**config.mk**
```make
export PLATFORM = sky130hd
export DESIGN_NAME = job_slot_table_flat
export DESIGN_NICKNAME = d
export VERILOG_FILES = /design/src/rtl/jst_pkg.sv /design/src/rtl/jst_in_if.sv /design/src/rtl/jst_out_if.sv /design/src/rtl/job_slot_table.sv /design/src/rtl/jst_front.sv /design/src/rtl/jst_back.sv /design/src/flat_wrapper.sv
export SDC_FILE = /design/constraint.sdc
export NUM_CORES = 2
export LEC_CHECK = 0
export ABC_CLOCK_PERIOD_IN_PS = 14200
export BUFFER_PORTS_ARGS = -buffer_cell sky130_fd_sc_hd__buf_2
export CELL_PAD_IN_SITES_DETAIL_PLACEMENT = 0
export CELL_PAD_IN_SITES_GLOBAL_PLACEMENT = 2
export CORE_ASPECT_RATIO = 0.5
export CORE_MARGIN = 4
export CORE_UTILIZATION = 43
export CTS_CLUSTER_SIZE = 20
export DETAILED_ROUTE_END_ITERATION = 12
export PLACE_DENSITY_LB_ADDON = 0.3
export SKIP_LAST_GASP = 1
export SYNTH_ARGS = -nofsm -noshare
export SYNTH_HDL_FRONTEND = slang
export SYNTH_SLANG_ARGS = --single-unit
```
**constraint.sdc**
```tcl
create_clock -name i_clk -period 14.2 [get_ports i_clk]
set_clock_uncertainty 0.05 [all_clocks]
set_input_delay 2.84 -clock i_clk [delete_from_list [all_inputs] [get_ports i_clk]]
set_output_delay 2.84 -clock i_clk [all_outputs]
set_load 0.03 [all_outputs]
```
**src/rtl/jst_pkg.sv**
```systemverilog
package jst_pkg;

    localparam int PID_W   = 31;
    localparam int JID_W   = 16;
    localparam int STATE_W = 2;
    localparam int OP_W    = 3;

    localparam logic [OP_W-1:0] OP_ADD      = 3'd0;
    localparam logic [OP_W-1:0] OP_REMOVE   = 3'd1;
    localparam logic [OP_W-1:0] OP_FIND_PID = 3'd2;
    localparam logic [OP_W-1:0] OP_FIND_JID = 3'd3;
    localparam logic [OP_W-1:0] OP_FIND_FG  = 3'd4;
    localparam logic [OP_W-1:0] OP_SET_PID  = 3'd5;
    localparam logic [OP_W-1:0] OP_SET_JID  = 3'd6;

    localparam logic [STATE_W-1:0] JOB_UNDEF = 2'd0;
    localparam logic [STATE_W-1:0] JOB_FG    = 2'd1;

    // Command queue between front and back
    localparam int Q_DEPTH = 2;
    localparam int Q_AW    = 1;

    typedef struct packed {
        logic [OP_W-1:0]    op;
        logic [PID_W-1:0]   proc_id;
        logic [JID_W-1:0]   job_id;
        logic [STATE_W-1:0] new_state;
    } t_in_item;

    typedef struct packed {
        logic               found;
        logic [PID_W-1:0]   hit_proc_id;
        logic [JID_W-1:0]   hit_job_id;
        logic [STATE_W-1:0] hit_state;
    } t_out_item;

    // Classified command as held in the queue
    typedef struct packed {
        logic [OP_W-1:0]    op;
        logic               refuse;
        logic [PID_W-1:0]   proc_id;
        logic [JID_W-1:0]   job_id;
        logic [STATE_W-1:0] new_state;
    } t_job_cmd;

endpackage

```
**src/rtl/jst_in_if.sv**
```systemverilog
interface jst_in_if import jst_pkg::*; ();
    logic     valid;
    logic     ready;
    t_in_item data;

    modport source (output valid, output data, input ready);
    modport sink   (input valid, input data, output ready);
endinterface

```
**src/rtl/jst_out_if.sv**
```systemverilog
interface jst_out_if import jst_pkg::*; ();
    logic      valid;
    logic      ready;
    t_out_item data;

    modport source (output valid, output data, input ready);
    modport sink   (input valid, input data, output ready);
endinterface

```
**src/rtl/job_slot_table.sv**
```systemverilog
// Job slot table: SLOTS entries of (process id, job id, run state).
//
// Channels: i_cmd carries one command beat (op, proc_id, job_id,
// new_state); o_rsp carries one response beat per command (found,
// hit_proc_id, hit_job_id, hit_state). Both use valid/ready; a beat
// moves on a clock edge where both are high.
//
// The back stage registers a response at the edge that accepts its command,
// so the response beat is offered from the cycle after.
// The back stage takes one command per cycle while its response register is
// free; a remove that hits then holds it in S_MAX while the max tree over
// the remaining job ids sets the next job id.
//
// Reset (i_rst_n low, synchronous): all slots go free, next job id is 1,
// the queue empties and o_rsp.valid drops.
//
// When the receiver stalls, the response register holds its beat, the back
// stage stops taking commands, and the two-entry front queue fills; i_cmd
// then drops ready until the receiver takes a beat.
module job_slot_table import jst_pkg::*; #(
    parameter int SLOTS   = 16,
    parameter int ID_BITS = 16
) (
    input  logic      i_clk,
    input  logic      i_rst_n,
    jst_in_if.sink    i_cmd,
    jst_out_if.source o_rsp
);

    logic     q_valid;
    logic     q_ready;
    t_job_cmd q_cmd;

    // Front: accept, classify and queue commands
    jst_front u_front (
        .i_clk     (i_clk),
        .i_rst_n   (i_rst_n),
        .i_cmd     (i_cmd),
        .o_q_valid (q_valid),
        .o_q_cmd   (q_cmd),
        .i_q_ready (q_ready)
    );

    // Back: match against the table, update it, register the response
    jst_back #(
        .SLOTS   (SLOTS),
        .ID_BITS (ID_BITS)
    ) u_back (
        .i_clk     (i_clk),
        .i_rst_n   (i_rst_n),
        .i_q_valid (q_valid),
        .i_q_cmd   (q_cmd),
        .o_q_ready (q_ready),
        .o_rsp     (o_rsp)
    );

endmodule

```
**src/rtl/jst_front.sv**
```systemverilog
module jst_front import jst_pkg::*; (
    input  logic     i_clk,
    input  logic     i_rst_n,
    jst_in_if.sink   i_cmd,
    output logic     o_q_valid,
    output t_job_cmd o_q_cmd,
    input  logic     i_q_ready
);

    t_job_cmd         r_q [0:Q_DEPTH-1];
    logic [Q_AW-1:0]  r_wptr;
    logic [Q_AW-1:0]  r_rptr;
    logic [Q_AW:0]    r_count;
    t_job_cmd         n_cmd;
    logic             push;
    logic             pop;

    // Refuse a zero key and the unused op code up front
    always_comb begin
        n_cmd.op        = i_cmd.data.op;
        n_cmd.proc_id   = i_cmd.data.proc_id;
        n_cmd.job_id    = i_cmd.data.job_id;
        n_cmd.new_state = i_cmd.data.new_state;
        case (i_cmd.data.op)
            OP_ADD, OP_REMOVE, OP_FIND_PID, OP_SET_PID: begin
                n_cmd.refuse = (i_cmd.data.proc_id == '0);
            end
            OP_FIND_JID, OP_SET_JID: begin
                n_cmd.refuse = (i_cmd.data.job_id == '0);
            end
            OP_FIND_FG: begin
                n_cmd.refuse = 1'b0;
            end
            default: begin
                n_cmd.refuse = 1'b1;
            end
        endcase
    end

    assign i_cmd.ready = (r_count != (Q_AW+1)'(Q_DEPTH));
    assign push        = i_cmd.valid && i_cmd.ready;
    assign o_q_valid   = (r_count != '0);
    assign o_q_cmd     = r_q[r_rptr];
    assign pop         = o_q_valid && i_q_ready;

    always_ff @(posedge i_clk) begin
        if (push) begin
            r_q[r_wptr] <= n_cmd;
        end
    end

    always_ff @(posedge i_clk) begin
        if (!i_rst_n) begin
            r_wptr  <= '0;
            r_rptr  <= '0;
            r_count <= '0;
        end else begin
            if (push) begin
                r_wptr <= r_wptr + 1'b1;
            end
            if (pop) begin
                r_rptr <= r_rptr + 1'b1;
            end
            case ({push, pop})
                2'b10:   r_count <= r_count + 1'b1;
                2'b01:   r_count <= r_count - 1'b1;
                default: r_count <= r_count;
            endcase
        end
    end

endmodule

```
**src/rtl/jst_back.sv**
```systemverilog
module jst_back import jst_pkg::*; #(
    parameter int SLOTS   = 16,
    parameter int ID_BITS = 16
) (
    input  logic      i_clk,
    input  logic      i_rst_n,
    input  logic      i_q_valid,
    input  t_job_cmd  i_q_cmd,
    output logic      o_q_ready,
    jst_out_if.source o_rsp
);

    localparam int IW  = $clog2(SLOTS);
    localparam int CW  = (ID_BITS > JID_W) ? ID_BITS : JID_W;
    localparam int LVL = $clog2(SLOTS);
    localparam int P   = 1 << LVL;

    localparam logic S_EXEC = 1'b0;
    localparam logic S_MAX  = 1'b1;

    logic [PID_W-1:0]   r_pid [0:SLOTS-1];
    logic [ID_BITS-1:0] r_jid [0:SLOTS-1];
    logic [STATE_W-1:0] r_st  [0:SLOTS-1];
    logic [ID_BITS-1:0] r_next_id;
    logic               r_state;
    logic               r_ovalid;
    t_out_item          r_odata;

    logic [SLOTS-1:0]   free_vec;
    logic [SLOTS-1:0]   pid_vec;
    logic [SLOTS-1:0]   jid_vec;
    logic [SLOTS-1:0]   fg_vec;
    logic [SLOTS-1:0]   sel_vec;
    logic [IW-1:0]      idx;
    logic               hit;
    logic               fire;
    logic               out_free;
    logic [ID_BITS-1:0] n_next_add;
    logic [CW-1:0]      next_ext;
    logic [CW-1:0]      slot_jid_ext;
    t_out_item          n_odata;
    logic [ID_BITS-1:0] tr [1:2*P-1];

    always_comb begin
        for (int i = 0; i < SLOTS; i++) begin
            free_vec[i] = (r_pid[i] == '0);
            pid_vec[i]  = (r_pid[i] == i_q_cmd.proc_id);
            jid_vec[i]  = (CW'(r_jid[i]) == CW'(i_q_cmd.job_id));
            fg_vec[i]   = (r_st[i] == JOB_FG);
        end
    end

    always_comb begin
        case (i_q_cmd.op)
            OP_ADD:                                sel_vec = free_vec;
            OP_REMOVE, OP_FIND_PID, OP_SET_PID:    sel_vec = pid_vec;
            OP_FIND_JID, OP_SET_JID:               sel_vec = jid_vec;
            OP_FIND_FG:                            sel_vec = fg_vec;
            default:                               sel_vec = '0;
        endcase
    end

    // Lowest matching slot wins
    always_comb begin
        idx = '0;
        for (int i = SLOTS - 1; i >= 0; i--) begin
            if (sel_vec[i]) begin
                idx = IW'(i);
            end
        end
    end

    assign hit          = (|sel_vec) && !i_q_cmd.refuse;
    assign next_ext     = CW'(r_next_id);
    assign slot_jid_ext = CW'(r_jid[idx]);

    always_comb begin
        n_next_add = r_next_id + 1'b1;
        if (32'(n_next_add) > 32'(SLOTS)) begin
            n_next_add = ID_BITS'(1);
        end
    end

    always_comb begin
        n_odata = '0;
        if (hit) begin
            n_odata.found       = 1'b1;
            n_odata.hit_proc_id = r_pid[idx];
            n_odata.hit_job_id  = slot_jid_ext[JID_W-1:0];
            n_odata.hit_state   = r_st[idx];
            case (i_q_cmd.op)
                OP_ADD: begin
                    n_odata.hit_proc_id = i_q_cmd.proc_id;
                    n_odata.hit_job_id  = next_ext[JID_W-1:0];
                    n_odata.hit_state   = i_q_cmd.new_state;
                end
                OP_REMOVE: begin
                    n_odata.hit_state = JOB_UNDEF;
                end
                OP_SET_PID, OP_SET_JID: begin
                    n_odata.hit_state = i_q_cmd.new_state;
                end
                default: begin
                    n_odata.hit_state = r_st[idx];
                end
            endcase
        end
    end

    // Max tree over the job ids, used the cycle after a remove
    always_comb begin
        for (int i = 0; i < P; i++) begin
            if (i < SLOTS) begin
                tr[P+i] = r_jid[i % SLOTS];
            end else begin
                tr[P+i] = '0;
            end
        end
        for (int k = P - 1; k >= 1; k--) begin
            tr[k] = (tr[2*k] > tr[2*k+1]) ? tr[2*k] : tr[2*k+1];
        end
    end

    assign out_free    = !r_ovalid || o_rsp.ready;
    assign o_q_ready   = (r_state == S_EXEC) && out_free;
    assign fire        = i_q_valid && o_q_ready;
    assign o_rsp.valid = r_ovalid;
    assign o_rsp.data  = r_odata;

    always_ff @(posedge i_clk) begin
        if (fire) begin
            r_odata <= n_odata;
        end
    end

    always_ff @(posedge i_clk) begin
        if (!i_rst_n) begin
            for (int i = 0; i < SLOTS; i++) begin
                r_pid[i] <= '0;
                r_jid[i] <= '0;
                r_st[i]  <= JOB_UNDEF;
            end
            r_next_id <= ID_BITS'(1);
            r_state   <= S_EXEC;
            r_ovalid  <= 1'b0;
        end else begin
            if (fire) begin
                r_ovalid <= 1'b1;
            end else if (o_rsp.ready) begin
                r_ovalid <= 1'b0;
            end
            case (r_state)
                S_EXEC: begin
                    if (fire && hit) begin
                        case (i_q_cmd.op)
                            OP_ADD: begin
                                r_pid[idx] <= i_q_cmd.proc_id;
                                r_jid[idx] <= r_next_id;
                                r_st[idx]  <= i_q_cmd.new_state;
                                r_next_id  <= n_next_add;
                            end
                            OP_REMOVE: begin
                                r_pid[idx] <= '0;
                                r_jid[idx] <= '0;
                                r_st[idx]  <= JOB_UNDEF;
                                r_state    <= S_MAX;
                            end
                            OP_SET_PID, OP_SET_JID: begin
                                r_st[idx] <= i_q_cmd.new_state;
                            end
                            default: begin
                                r_state <= S_EXEC;
                            end
                        endcase
                    end
                end
                S_MAX: begin
                    r_next_id <= tr[1] + 1'b1;
                    r_state   <= S_EXEC;
                end
                default: begin
                    r_state <= S_EXEC;
                end
            endcase
        end
    end

endmodule

```
**src/flat_wrapper.sv**
```systemverilog
// flat-port wrapper written by rule: the top's interface ports become plain ports
module job_slot_table_flat import jst_pkg::*;
#(
    parameter int SLOTS   = 16,
    parameter int ID_BITS = 16
)
  (i_clk, i_rst_n, i_cmd_valid, i_cmd_data, i_cmd_ready, o_rsp_valid, o_rsp_data, o_rsp_ready);
  jst_in_if i_cmd_i ();
  jst_out_if o_rsp_i ();
  input  logic i_clk;
  input  logic i_rst_n;
  input wire logic [$bits(i_cmd_i.valid)-1:0] i_cmd_valid;
  input wire logic [$bits(i_cmd_i.data)-1:0] i_cmd_data;
  output wire logic [$bits(i_cmd_i.ready)-1:0] i_cmd_ready;
  output wire logic [$bits(o_rsp_i.valid)-1:0] o_rsp_valid;
  output wire logic [$bits(o_rsp_i.data)-1:0] o_rsp_data;
  input wire logic [$bits(o_rsp_i.ready)-1:0] o_rsp_ready;
  assign i_cmd_i.valid = i_cmd_valid;
  assign i_cmd_i.data = i_cmd_data;
  assign i_cmd_ready = i_cmd_i.ready;
  assign o_rsp_valid = o_rsp_i.valid;
  assign o_rsp_data = o_rsp_i.data;
  assign o_rsp_i.ready = o_rsp_ready;
  job_slot_table #(.SLOTS(SLOTS), .ID_BITS(ID_BITS)) u_core (.i_clk(i_clk), .i_rst_n(i_rst_n), .i_cmd(i_cmd_i), .o_rsp(o_rsp_i));
endmodule
```
==> out/metrics.yaml <==
logic_synthesis:
  netlist_area_um2: 61400
  yosys.area_share.simple_pct: 16.3
  synth_top_family_by_area: "simple AND/OR/NAND/NOR gates"
  synth_top_area_share_pct: 45.9
  synth_nets: 6397
  yosys.area_share.adder_pct: 4.92
  synthFlopType: "edfxtp_1"
  synthArstFlopShare_pct: 0
  ys_seq_elements: 963
  synth_cell_type_count: 92
  yosys_warnings: 0
  synth_edf_count: 940
  synthMuxAreaShare_pct: 7.15
  yosys-top-cells-count: "nor2_1 (1,097), edfxtp_1 (940), xnor2_1 (664)"
  synthCells: 6101
  synth_xor_area_share_pct: 11.0
  synth_compound_area_share_pct: 8.99
  syn_area_per_cell_um2: 10.1
  yosysMostFrequentCell: "nor2_1"
  ys_seq_area_share_pct: 46.7
  synthTopCellsByArea: "edfxtp_1 (46%), xnor2_1 (9.5%), nor2_1 (6.7%), mux2i_1 (5.6%), ha_1 (4.9%)"
  yosys.area.top_type: "edfxtp_1"
critical_path:
  worst_path_max_delay_cell: "mux2i_1"
  arrival_ns: 12.78
  cp-end-kind: "flop"
  startpoint_type: "flop"
  crit_start: "u_core.u_back.r_jid[6][1]"
  path_max_fanout: 23
  path_class: "reg -> reg"
  worstPathRequired_ns: 14.70
  cp_slowest_stage_delay_ns: 0.73
  ff2ff_path_depth: 47
  rrSetupSlack_ns: 1.93
  rr_startpoint: "u_core.u_back.r_jid[6][1]"
  worstReg2RegEnd: "u_core.u_back.next_ext[14]"
layout:
  nFillCells: 13100
  final_nets: 6307
  final_cell_area_um2: 67200
  drive_above_1_share_pct: 9.18
  synthToLayoutAreaGrowth_pct: 9.43
pwr:
  p_leak_nw: 24.6
  switching_power_mw: 5.21
  p_seq_share_pct: 30.3
  p_total_mw: 11.8
  power.internal_mw: 6.54
  power_frac_clock_pct: 24.5
  comb_power_share_pct: 45.2
  powerDensity_nw_per_um2: 175
  peakVddDrop_uv: 110
  switching_share_pct: 44.3
cts:
  post_cts_resize_count: 0
  postCtsSetupRepairBufs: 0
  cts-root-buf: "clkbuf_16"
  cts_tree: "yes"
  cts_buffers: 94
  cts_num_sinks: 963
  cts.hold.buffers_added: 0
  cts_max_level: 3
  worstSkewPairLatency_ns: 0.74
  clock_path_buffers: 3
  path_clk_slew_ns: 0.06
global_route:
  grt_pass1_wl_um: 381000
  antenna_found_initial: 10
  gr-usage-all-layers_pct: 36.2
  grt_pass1_vias: 47700
  grt_overflow: 0
  grt_max_degree: 144
timing:
  finalSetupTns_ns: 0
  worst_hold_slack_ns: 0.468
  worst_pin_slew_ns: 1.66
  fin_crit_sh_pct: 86.4
  slew_headroom_pct: -11.8
  rsz0062_at_grt: "no"
  setup_viol: 0
  period_minus_slack_ns: 12.27
  final_max_slew_viol_count: 2
  hold_violations: 0
  max_freq_mhz: 81.5
run_status:
  status: "finished, violations left"
  violations: "capacitance limit, slew limit"
floorplan:
  start_util_pct: 43.6
  die_w_um: 543
  coreArea_um2: 141000
  fp.dieArea_um2: 149000
  die_y_um: 275
  num_io_pins: 108
  rows: 97
route:
  vias: 51400
  ant_nets: 0
  viasPerCell: 6.45
  drc: 0
  drt_iter0_markers: 7901
  drtPass1Iterations: 6
  wl_um: 278000
  routedWlPerCell_um: 34.9
worst_hold_path:
  hold_start: "u_core.u_front.r_rptr"
  hp-class: "reg -> reg"
  hold_depth: 2
place:
  place_area_um2: 63800
  dpl.hpwl_um: 202000
  port_buffers: 107
  place.gp.congestion: 1.06
job:
  drv_cap: 1
==> how the worst max path moves through the flow <==
stage | end | slack, ns | depth (start not counted)
6_report | u_core.u_back.next_ext[14] | 1.93 | 47
5_1_grt | u_core.u_back.next_ext[10] | 1.04 | 50
4_1_cts | u_core.u_back.next_ext[14] | 2.10 | 47
3_5_place_dp | u_core.u_back.next_ext[14] | 2.11 | 47
3_3_place_gp | u_core.u_back.next_ext[10] | 2.17 | 46
2_1_floorplan | u_core.u_back.next_ext[14] | 3.50 | 54
==> sequential cells by signal, summed over array words and instances, names as in the netlist, named ones only <==
signal and count:
u_core.u_front.r_q 106, u_core.u_front.r_rptr 1, u_core.u_back.o_rsp.valid 1, u_core.u_back.r_pid 496
u_core.u_back.next_ext 16, u_core.u_front.r_count 2, u_core.u_front.r_wptr 1, u_core.u_back.r_st 32
u_core.u_back.r_jid 256, u_core.u_back.r_state 1, u_core.u_back.o_rsp.data 50
==> worst max-delay path: cells and delay by family (launching register included) <==
kind / cells / cell delay, ns
multiplexers: 3 / 1.73
buffers and inverters: 7 / 1.76
XOR/XNOR: 1 / 0.18
AO/OA/AOI/OAI: 22 / 4.16
flip-flops: 1 / 0.51
AND/OR/NAND/NOR: 9 / 2.17
adder cells (fa/ha/maj): 5 / 1.53
==> area by class of cell <==
class,count,area [um2],share of cell area [%]
Multi-Input combinational cell,4456,30300,45.0
Antenna cell,1,2.50,0.00372
Sequential cell,963,28700,42.7
Timing Repair Buffer,237,1540,2.29
Tap cell,1881,2350,3.50
Inverter,259,972,1.45
Clock inverter,73,985,1.46
Clock buffer,103,2430,3.61
==> power by group through the flow <==
stage | combinational, mW | clock, mW | sequential [mW]
after floorplan | 3.08 | 0 | 3.65
after global placement | 5.15 | 0 | 3.60
after detailed placement | 5.12 | 0 | 3.61
after CTS | 5.15 | 2.89 | 3.55
after global routing | 5.47 | 3.02 | 3.57
final | 5.32 | 2.88 | 3.56
==> cell families after synthesis <==
logic type / after synthesis
simple gates: 2152
flops: 963
compound gates: 885
xor+xnor: 775
buf+inv: 682
mux: 402
fa+ha+maj: 242
==> placed cells by master (no fill, tap or decap), types with 11 or more instances in the layout <==
master     instances
and3_1            16
dfxtp_1           22
nand2b_1          44
nand3_1           64
a21o_1            44
nor4_1           333
o31ai_1           21
bufinv_16         20
mux2i_1          326
clkinv_1          13
xnor2_1          664
buf_2            107
mux2_2            27
a31oi_1           33
nor3_1            63
clkbuf_16         96
a22oi_1           24
o21ai_0          113
clkinv_2          20
nand2_1          233
a41oi_1           11
o21a_1            26
inv_1            258
a211o_1           12
o22ai_1           85
a21oi_1          339
nor2_1          1095
nand4_1          135
edfxtp_1         940
a211oi_1          57
nand2_2           35
mux2i_4           47
o211ai_1          37
buf_4            128
ha_1             240
nor2b_1           21
xor2_1           111
and2_1            50
==> stage by stage <==
| step | cells | setup WS [ns] | utilization [%] |
|---|---|---|---|
| 5_1_grt | 7972 | 1.04 | 47.7 |
| 4_1_cts | 7972 | 2.10 | 47.7 |
| 2_1_floorplan | 6101 | 3.50 | - |
| 3_5_place_dp | 7796 | 2.11 | 45.3 |
| 3_3_place_gp | 7796 | 2.17 | 45.3 |
| 6_report | 7973 | 1.93 | 47.7 |
==> layer usage <==
metal	GRT usage (%)	up-vias	wire length, um
met2	50.4	3417	111000
met4	13.5	10	12000
met1	52.5	25800	118000
met3	11.3	466	37000
li1	-	21700	-
met5	0	-	63
(Power assumes the default switching activity.)
